--- src/rtl/core/rf_sample_format_converter_core_defines.svh ---
// assertion macros of the sample format converter, used by its queue module
`ifndef RF_SAMPLE_FORMAT_CONVERTER_CORE_DEFINES_SVH
`define RF_SAMPLE_FORMAT_CONVERTER_CORE_DEFINES_SVH

`ifndef SYNTHESIS
// clocked check, masked while reset is asserted
`define RFSC_ASSERT(lbl, clk, rst_n, prop, msg) \
    lbl: assert property (@(posedge clk) disable iff (!rst_n) prop) else $error(msg);
// clocked check that also holds during reset
`define RFSC_ASSERT_ALWAYS(lbl, clk, prop, msg) \
    lbl: assert property (@(posedge clk) prop) else $error(msg);
`else
`define RFSC_ASSERT(lbl, clk, rst_n, prop, msg)
`define RFSC_ASSERT_ALWAYS(lbl, clk, prop, msg)
`endif

`endif

--- src/rtl/core/rfsc_pkg.sv ---
// shared types and constants of the sample format converter
package rfsc_pkg;

    // decimation in packed mode with decimation
    localparam int DECIM_FACTOR = 4;
    localparam int SUB_W        = (DECIM_FACTOR > 1) ? $clog2(DECIM_FACTOR) : 1;

    // field widths
    localparam int WORD_W   = 16;
    localparam int SAMPLE_W = 10;
    localparam int BYTE_W   = 8;
    localparam int PACK_BYTES = 5;
    localparam int BIDX_W   = $clog2(PACK_BYTES);

    // front to back queue
    localparam int QUEUE_DEPTH = 2;
    localparam int QPTR_W      = $clog2(QUEUE_DEPTH);
    localparam int QCNT_W      = $clog2(QUEUE_DEPTH + 1);

    // configuration register indexes
    localparam logic REG_OUTPUT_FORMAT = 1'b0;
    localparam logic REG_VERIFY_ENABLE = 1'b1;

    // output formats
    localparam logic [1:0] FMT_SCALED16 = 2'd0;

    // kind of work handed to the back end
    typedef enum logic [1:0] {
        ENT_PAIR,
        ENT_PACK,
        ENT_ERR
    } ent_kind_t;

    typedef struct packed {
        ent_kind_t                           kind;
        logic [PACK_BYTES-1:0][BYTE_W-1:0]   bytes;
    } entry_t;

    typedef struct packed {
        logic full;
        logic empty;
    } queue_status_t;

endpackage

--- src/rtl/core/rfsc_front.sv ---
// input side: verification, format classification and packing
module rfsc_front import rfsc_pkg::*; (
    input  logic                 aclk,
    input  logic                 aresetn,
    input  logic                 cfg_wr_en,
    input  logic                 cfg_wr_index,
    input  logic [1:0]           cfg_wr_data,
    input  logic                 s_tvalid,
    output logic                 s_tready,
    input  logic [WORD_W-1:0]    s_tdata,
    input  queue_status_t        q_status,
    output logic                 push,
    output entry_t               push_entry
);

    logic [1:0]          format_reg;
    logic                verify_en_reg;
    logic [SAMPLE_W-1:0] expected_reg;
    logic                seeded_reg;
    logic                failed_reg;
    logic [1:0]          slot_reg;
    logic [SUB_W-1:0]    sub_reg;
    logic [SAMPLE_W-1:0] held_reg [3];

    logic                accept;
    logic [SAMPLE_W-1:0] w10;
    logic [SAMPLE_W-1:0] expected_next;
    logic                mismatch;
    logic                keep;
    logic [WORD_W-1:0]   scaled;

    assign s_tready      = !q_status.full;
    assign accept        = s_tvalid && s_tready;
    assign w10           = s_tdata[SAMPLE_W-1:0];
    assign expected_next = expected_reg + 1'b1;
    assign mismatch      = verify_en_reg && seeded_reg &&
                           ({{(WORD_W-SAMPLE_W){1'b0}}, expected_next} != s_tdata);
    assign keep          = (sub_reg == '0);
    assign scaled        = (s_tdata - WORD_W'(512)) << 6;

    // classify the beat into queue work
    always_comb begin
        push             = 1'b0;
        push_entry.kind  = ENT_PAIR;
        push_entry.bytes = '0;
        if (accept && !failed_reg) begin
            if (mismatch) begin
                push            = 1'b1;
                push_entry.kind = ENT_ERR;
            end else if (format_reg == FMT_SCALED16) begin
                push                = 1'b1;
                push_entry.kind     = ENT_PAIR;
                push_entry.bytes[0] = scaled[7:0];
                push_entry.bytes[1] = scaled[15:8];
            end else if (keep && slot_reg == 2'd3) begin
                push                = 1'b1;
                push_entry.kind     = ENT_PACK;
                push_entry.bytes[0] = held_reg[0][9:2];
                push_entry.bytes[1] = {held_reg[0][1:0], held_reg[1][9:4]};
                push_entry.bytes[2] = {held_reg[1][3:0], held_reg[2][9:6]};
                push_entry.bytes[3] = {held_reg[2][5:0], w10[9:8]};
                push_entry.bytes[4] = w10[7:0];
            end
        end
    end

    // configuration, verification and packing phase state
    always_ff @(posedge aclk) begin
        if (!aresetn) begin
            format_reg    <= FMT_SCALED16;
            verify_en_reg <= 1'b0;
            expected_reg  <= '0;
            seeded_reg    <= 1'b0;
            failed_reg    <= 1'b0;
            slot_reg      <= '0;
            sub_reg       <= '0;
        end else begin
            if (cfg_wr_en) begin
                case (cfg_wr_index)
                    REG_OUTPUT_FORMAT: begin
                        format_reg <= cfg_wr_data;
                        slot_reg   <= '0;
                        sub_reg    <= '0;
                    end
                    REG_VERIFY_ENABLE: verify_en_reg <= cfg_wr_data[0];
                    default: ;
                endcase
            end
            if (accept && !failed_reg) begin
                if (verify_en_reg) begin
                    if (!seeded_reg) begin
                        expected_reg <= w10;
                        seeded_reg   <= 1'b1;
                    end else if (!mismatch) begin
                        expected_reg <= expected_next;
                    end
                end
                if (mismatch) begin
                    failed_reg <= 1'b1;
                end else if (format_reg != FMT_SCALED16) begin
                    if (!format_reg[1]) begin
                        slot_reg <= slot_reg + 1'b1;
                    end else if (sub_reg == SUB_W'(DECIM_FACTOR - 1)) begin
                        sub_reg  <= '0;
                        slot_reg <= slot_reg + 1'b1;
                    end else begin
                        sub_reg <= sub_reg + 1'b1;
                    end
                end
            end
        end
    end

    // held samples of the current packing group
    always_ff @(posedge aclk) begin
        if (accept && !failed_reg && !mismatch && format_reg != FMT_SCALED16 &&
            keep && slot_reg != 2'd3) begin
            held_reg[slot_reg] <= w10;
        end
    end

endmodule

--- src/rtl/core/rfsc_queue.sv ---
// short register queue between front and back
`include "rf_sample_format_converter_core_defines.svh"
module rfsc_queue import rfsc_pkg::*; (
    input  logic          aclk,
    input  logic          aresetn,
    input  logic          push,
    input  entry_t        push_entry,
    input  logic          pop,
    output entry_t        head,
    output queue_status_t status
);

    entry_t              slots_reg [QUEUE_DEPTH];
    logic [QPTR_W-1:0]   wr_ptr_reg;
    logic [QPTR_W-1:0]   rd_ptr_reg;
    logic [QCNT_W-1:0]   count_reg;
    logic                do_push;
    logic                do_pop;

    assign status.full  = (count_reg == QCNT_W'(QUEUE_DEPTH));
    assign status.empty = (count_reg == '0);
    assign do_push      = push && !status.full;
    assign do_pop       = pop && !status.empty;
    assign head         = slots_reg[rd_ptr_reg];

    // pointers and fill count
    always_ff @(posedge aclk) begin
        if (!aresetn) begin
            wr_ptr_reg <= '0;
            rd_ptr_reg <= '0;
            count_reg  <= '0;
        end else begin
            if (do_push) begin
                wr_ptr_reg <= (wr_ptr_reg == QPTR_W'(QUEUE_DEPTH - 1)) ? '0 : wr_ptr_reg + 1'b1;
            end
            if (do_pop) begin
                rd_ptr_reg <= (rd_ptr_reg == QPTR_W'(QUEUE_DEPTH - 1)) ? '0 : rd_ptr_reg + 1'b1;
            end
            case ({do_push, do_pop})
                2'b10:   count_reg <= count_reg + 1'b1;
                2'b01:   count_reg <= count_reg - 1'b1;
                default: ;
            endcase
        end
    end

    // entry storage
    always_ff @(posedge aclk) begin
        if (do_push) begin
            slots_reg[wr_ptr_reg] <= push_entry;
        end
    end

    `RFSC_ASSERT(a_no_overflow, aclk, aresetn, push |-> !status.full, "queue overflow")
    `RFSC_ASSERT(a_no_underflow, aclk, aresetn, pop |-> !status.empty, "queue underflow")
    `RFSC_ASSERT(a_push_counts, aclk, aresetn, (push && !pop) |=> !status.empty,
        "push lost")
    `RFSC_ASSERT(a_count_bound, aclk, aresetn, count_reg <= QCNT_W'(QUEUE_DEPTH),
        "queue count out of range")

endmodule

--- src/rtl/core/rfsc_back.sv ---
// output side: serializes queued work into byte beats
module rfsc_back import rfsc_pkg::*; (
    input  logic                aclk,
    input  logic                aresetn,
    input  entry_t              head,
    input  queue_status_t       q_status,
    output logic                pop,
    output logic                m_tvalid,
    input  logic                m_tready,
    output logic [BYTE_W-1:0]   m_tdata,
    output logic                m_tlast,
    output logic                m_tuser
);

    logic [BIDX_W-1:0] bidx_reg;
    logic              valid_reg;
    logic [BYTE_W-1:0] data_reg;
    logic              last_reg;
    logic              err_reg;
    logic              load;
    logic              take;
    logic              last_byte;

    assign load = !valid_reg || m_tready;
    assign take = load && !q_status.empty;
    assign pop  = take && last_byte;

    // final byte of the current entry
    always_comb begin
        case (head.kind)
            ENT_PAIR: last_byte = (bidx_reg == BIDX_W'(1));
            ENT_PACK: last_byte = (bidx_reg == BIDX_W'(PACK_BYTES - 1));
            ENT_ERR:  last_byte = 1'b1;
            default:  last_byte = 1'b1;
        endcase
    end

    // byte index and output valid
    always_ff @(posedge aclk) begin
        if (!aresetn) begin
            bidx_reg  <= '0;
            valid_reg <= 1'b0;
        end else begin
            if (load) begin
                valid_reg <= take;
            end
            if (take) begin
                bidx_reg <= last_byte ? '0 : bidx_reg + 1'b1;
            end
        end
    end

    // output payload register
    always_ff @(posedge aclk) begin
        if (take) begin
            data_reg <= head.bytes[bidx_reg];
            last_reg <= last_byte;
            err_reg  <= (head.kind == ENT_ERR);
        end
    end

    assign m_tvalid = valid_reg;
    assign m_tdata  = data_reg;
    assign m_tlast  = last_reg;
    assign m_tuser  = err_reg;

endmodule

--- src/rtl/core/rf_sample_format_converter_core.sv ---
// top level of the sample format converter
// Usage: raw 16-bit capture words enter on the s_ channel, one word per beat;
// output bytes leave on the m_ channel, one byte per beat, with m_tlast on the
// final byte caused by a word and m_tuser on the single verification error beat.
// Format 0 gives two bytes per word (scaled signed 16-bit, low byte first);
// format 1 gives five bytes per four words; formats 2 and 3 keep one word in four
// and give five bytes per sixteen words.
// Configuration is written through cfg_wr_en / cfg_wr_index / cfg_wr_data while
// no beat is in flight; the user must keep to this, the block does not enforce it.
// Index 0 is output_format, index 1 is verify_enable.
// A word is written into the queue at its accepting edge; its bytes then pass
// through the output register to m_tdata. Throughput: the back end emits one
// byte per cycle while m_tready is high, so formats 0 and 1 are bounded by the
// byte output; decimated formats take a word per cycle unless the queue is full.
// A two-entry queue sits between the front (checks, packs) and the back
// (serializes); when the receiver stalls, the queue fills and s_tready drops.
// Reset (aresetn low, synchronous) clears configuration, the test counter,
// the sticky failure and the packing phase; once a mismatch is seen every
// later word is accepted and dropped until reset.
module rf_sample_format_converter_core import rfsc_pkg::*; (
    input  logic                aclk,
    input  logic                aresetn,
    input  logic                cfg_wr_en,
    input  logic                cfg_wr_index,
    input  logic [1:0]          cfg_wr_data,
    input  logic                s_tvalid,
    output logic                s_tready,
    input  logic [WORD_W-1:0]   s_tdata,   // [15:0] sample_word
    output logic                m_tvalid,
    input  logic                m_tready,
    output logic [BYTE_W-1:0]   m_tdata,   // [7:0] out_byte
    output logic                m_tlast,
    output logic                m_tuser    // [0] verify_error
);

    logic          push;
    logic          pop;
    entry_t        push_entry;
    entry_t        head;
    queue_status_t q_status;

    // front end
    rfsc_front u_front (
        .aclk         (aclk),
        .aresetn      (aresetn),
        .cfg_wr_en    (cfg_wr_en),
        .cfg_wr_index (cfg_wr_index),
        .cfg_wr_data  (cfg_wr_data),
        .s_tvalid     (s_tvalid),
        .s_tready     (s_tready),
        .s_tdata      (s_tdata),
        .q_status     (q_status),
        .push         (push),
        .push_entry   (push_entry)
    );

    // decoupling queue
    rfsc_queue u_queue (
        .aclk       (aclk),
        .aresetn    (aresetn),
        .push       (push),
        .push_entry (push_entry),
        .pop        (pop),
        .head       (head),
        .status     (q_status)
    );

    // back end
    rfsc_back u_back (
        .aclk     (aclk),
        .aresetn  (aresetn),
        .head     (head),
        .q_status (q_status),
        .pop      (pop),
        .m_tvalid (m_tvalid),
        .m_tready (m_tready),
        .m_tdata  (m_tdata),
        .m_tlast  (m_tlast),
        .m_tuser  (m_tuser)
    );

endmodule

--- config.mk ---
export PLATFORM = sky130hd
export DESIGN_NAME = rf_sample_format_converter_core
export DESIGN_NICKNAME = d
export VERILOG_FILES = /design/src/rtl/core/rfsc_pkg.sv /design/src/rtl/core/rfsc_front.sv /design/src/rtl/core/rfsc_queue.sv /design/src/rtl/core/rfsc_back.sv /design/src/rtl/core/rf_sample_format_converter_core.sv
export VERILOG_INCLUDE_DIRS = /design/src /design/src/rtl/core
export SDC_FILE = /design/constraint.sdc
export NUM_CORES = 1
export LEC_CHECK = 0
export BUFFER_PORTS_ARGS = -buffer_cell sky130_fd_sc_hd__buf_2
export CAP_MARGIN = 15
export CORE_AREA = 4 4 112 114
export DETAILED_ROUTE_END_ITERATION = 10
export DIE_AREA = 0 0 116 118
export PLACE_DENSITY = 0.89
export SYNTH_ARGS = -nofsm -noshare
export SYNTH_HDL_FRONTEND = slang
export SYNTH_SLANG_ARGS = --single-unit
--- constraint.sdc ---
create_clock -name aclk -period 8.6 [get_ports aclk]
set_input_delay 1.72 -clock aclk [delete_from_list [all_inputs] [get_ports aclk]]
set_output_delay 1.72 -clock aclk [all_outputs]
set_load 0.1 [all_outputs]
==> reports/results.tsv <==
stage	metric	value	unit
power	PwrDens	304	nW/um2
worst_setup_path	crit path DAT	4.69	ns
logic_synthesis	flops & latches, synth	152	
logic_synthesis	post-synthesis sequential area ratio	62.4	%
worst_setup_path	beginning of the worst register-to-register path	u_front.expected_reg[0]	
cells_and_area	ratio of cells with drive above 1 in the final layout	18.4	%
global_route	first-pass GRT wire length	24700	um
global_route	antenna violations before repair	0	
global_route	vias in the first global route	4605	
clocking	cts bufs inserted	17	
global_route	GR Util met2	37.7	%
routing	Via Count	4538	
worst_setup_path	Critical Path Fanout Max	13	
logic_synthesis	cell taking the most area after synthesis	edfxtp_1	
logic_synthesis	syn nets	546	
timing	final worst path period need	4.56	ns
timing	fraction of the cycle the final worst path needs	53.1	%
logic_synthesis	Synth warnings	0	
floorplan	core area	11400	um2
timing	worst rel slew slack	29.0	%
floorplan	IO Count	36	
cells_and_area	multi-input logic area	2440	um2
worst_setup_path	Crit Path Category	input pin to flop	
routing	post-route ant nets	0	
logic_synthesis	Gate Count Post-Synth	513	
run_status	status	finished clean	
timing	Setup WS post-layout	4.04	ns
logic_synthesis	Syn Area/Cell	13.4	um2
floorplan	die area	13700	um2
worst_setup_path	Critical Path RT	8.73	ns
placed_design	Routability Congestion	0.909	
routing	routed wire length	15500	um
logic_synthesis	Post-synth EDFFs	124	
clocking	number of hold buffers added after cts	0	
timing	worst hold slack	0.470	ns
timing	setup_tns	0	ns
logic_synthesis	main flop type after synthesis	edfxtp_1	
cells_and_area	Post-Route Utilization	68.6	%
worst_hold_path	hold depth	1	
floorplan	Initial Util	60.1	%
worst_setup_path	RR Endpoint	u_front.held_reg[2][5]	
timing	# setup viols final	0	
cells_and_area	Layout area overhead	14.0	%
timing	final slew viol count	0	
cells_and_area	final antenna diode count	0	
clocking	CTS Sinks	152	
logic_synthesis	Post-synth ARST share	0	%
logic_synthesis	top-area cell type share of the netlist area	54.2	%
cells_and_area	commonest cells after routing, fill and taps aside	edfxtp_1, and2_1, buf_2	
logic_synthesis	Post-Syn Area	6870	um2
logic_synthesis	synth top area cells	edfxtp_1, dfxtp_1, mux4_2, mux2i_1, and2_1	
global_route	GRT busiest layer	met2	
worst_hold_path	Hold Path Class	flop to flop	
worst_hold_path	Worst Hold Endpoint	u_front.failed_reg	
cells_and_area	register area	4280	um2
placed_design	input/output buffers	35	
global_route	Total GRT Usage	23.8	%
cells_and_area	Non-Filler Instances	697	
timing	Max Fclk	219	MHz
clocking	clk buf depth	2	
power	leakage power	0.00275	uW
routing	routed length per instance	22.2	um
cells_and_area	commonest non-fill, non-tap cell in the layout	edfxtp_1	
logic_synthesis	post-synth cell types	57	
clocking	H-tree depth	4	
routing	First-pass DRT Iterations	6	
timing	clock skew	0.0100	ns
floorplan	row count	39	
worst_hold_path	worst hold path startpoint	u_front.failed_reg	
worst_setup_path	R2R cell count	8	
routing	vias per inst	6.51	
global_route	GRT met1 Usage	31.1	%
cells_and_area	number of flip-flops in the largest register	84	
global_route	met3 Track Usage GR	5.45	%
flow_run	max_cap viols	0	
cells_and_area	final net count	574	
placed_design	pre-CTS WS	3.50	ns
power	VDD IR-drop max	0.346	mV
clocking	post-CTS setup buffer count	0	
worst_setup_path	crit end category	flop	
global_route	largest net degree at the start of global routing	43	
floorplan	Die H	118	um
timing	Slew @ Worst Pin	1.06	ns
clocking	clock-pin slew on the worst setup and hold paths	0.06	ns
clocking	CTS tree	built	
placed_design	placed cell count	661	
clocking	CTS root buf	clkbuf_16	
routing	DR DRC count	0	
floorplan	Die Width	116	um
timing	RSZ-0062 raised after global routing	false	
clocking	Resized Gates After CTS	0	
worst_setup_path	flop2flop setup slack	4.34	ns
cells_and_area	Fill cells	756	
placed_design	Detailed Place HPWL	9640	um
routing	initial DRC count	502	
worst_setup_path	crit path launch type	input pin	
global_route	global-route congestion overflow total	0	
clocking	worst-skew pair later-pin latency	0.42	ns
timing	Hold Violations, Final	0	
## cell type report
| cell class | count | area share (%) |
|---|---|---|
| well taps | 143 | 2.29 |
| multi-input cells | 316 | 31.1 |
| clock inverters | 15 | 2.86 |
| flip-flops and latches | 152 | 54.7 |
| clock buffers | 17 | 5.43 |
| repair buffers | 41 | 2.97 |
| inverters | 13 | 0.623 |
## layer usage
metal | vias to the layer above | wire length, um
li1 | 2021 | -
met1 | 2213 | 6060
met2 | 257 | 7740
met3 | 47 | 1130
met4 | 0 | 529
met5 | - | 0
## worst max path at each step
| stage | slack, ns | from | endpoint |
|---|---|---|---|
| after floorplan | 3.20 | s_tdata[8] | u_queue.slots_reg[1][0] |
| after global placement | 3.73 | s_tdata[9] | u_front.held_reg[0][3] |
| after detailed placement | 3.50 | s_tdata[9] | u_front.held_reg[0][3] |
| after CTS | 3.93 | s_tdata[9] | u_front.held_reg[2][0] |
| after global routing | 3.85 | s_tdata[9] | u_front.held_reg[1][8] |
| final | 4.04 | s_tdata[9] | u_front.held_reg[2][5] |
## cells by family after synthesis
| logic type | after synthesis | synth area share, % |
|---|---|---|
| AND/OR/NAND/NOR | 170 | 13.5 |
| multiplexers | 43 | 9.18 |
| XOR/XNOR | 16 | 2.26 |
| buffers and inverters | 45 | 2.75 |
| flip-flops | 152 | 62.4 |
| AO/OA/AOI/OAI | 78 | 8.33 |
| adder cells (fa/ha/maj) | 9 | 1.64 |
## power breakdown
part           switching (uW)  total, uW  internal [uW]
Sequential               61.5        977            915
Clock                     299        816            517
Combinational             404        588            185
## cell usage after synthesis, types with 2 or more instances
cell type / n
xnor2_1: 8
nand2b_1: 6
a22oi_1: 13
and3_1: 10
nand3_1: 12
dfxtp_1: 28
edfxtp_1: 124
or2_2: 3
buf_1: 3
or3_1: 2
nor2_1: 33
clkbuf_2: 2
a31oi_1: 9
nand4_1: 9
a21oi_1: 8
a31o_2: 2
a221oi_1: 3
nor4_1: 10
mux4_2: 16
and2_1: 36
clkbuf_1: 19
o22ai_1: 8
buf_2: 5
nand2_1: 23
a21o_1: 3
a311oi_1: 2
a211o_1: 2
o31ai_1: 2
buf_4: 3
nor2b_1: 7
ha_1: 9
mux2i_1: 27
and4_1: 2
o21ai_0: 9
o211ai_1: 5
xor2_1: 7
a211oi_1: 3
or4_1: 2
nor3_1: 9
inv_1: 12
## metrics by stage
stage                     cell area, um2  total power (uW)
after floorplan                     6870              1440
after global placement              7140              1540
after detailed placement            7140              1560
after CTS                           7790              2380
after global routing                7830              2460
final                               7830              2380
## critical path, stage by stage
cell and delay (ns):
buf_2 0.18, xnor2_1 0.16, or4_4 0.51, a2111oi_4 0.38, o2111ai_2 0.31, a21o_1 0.43
nor4_2 0.72, buf_4 0.28
(Power assumes the default switching activity.)
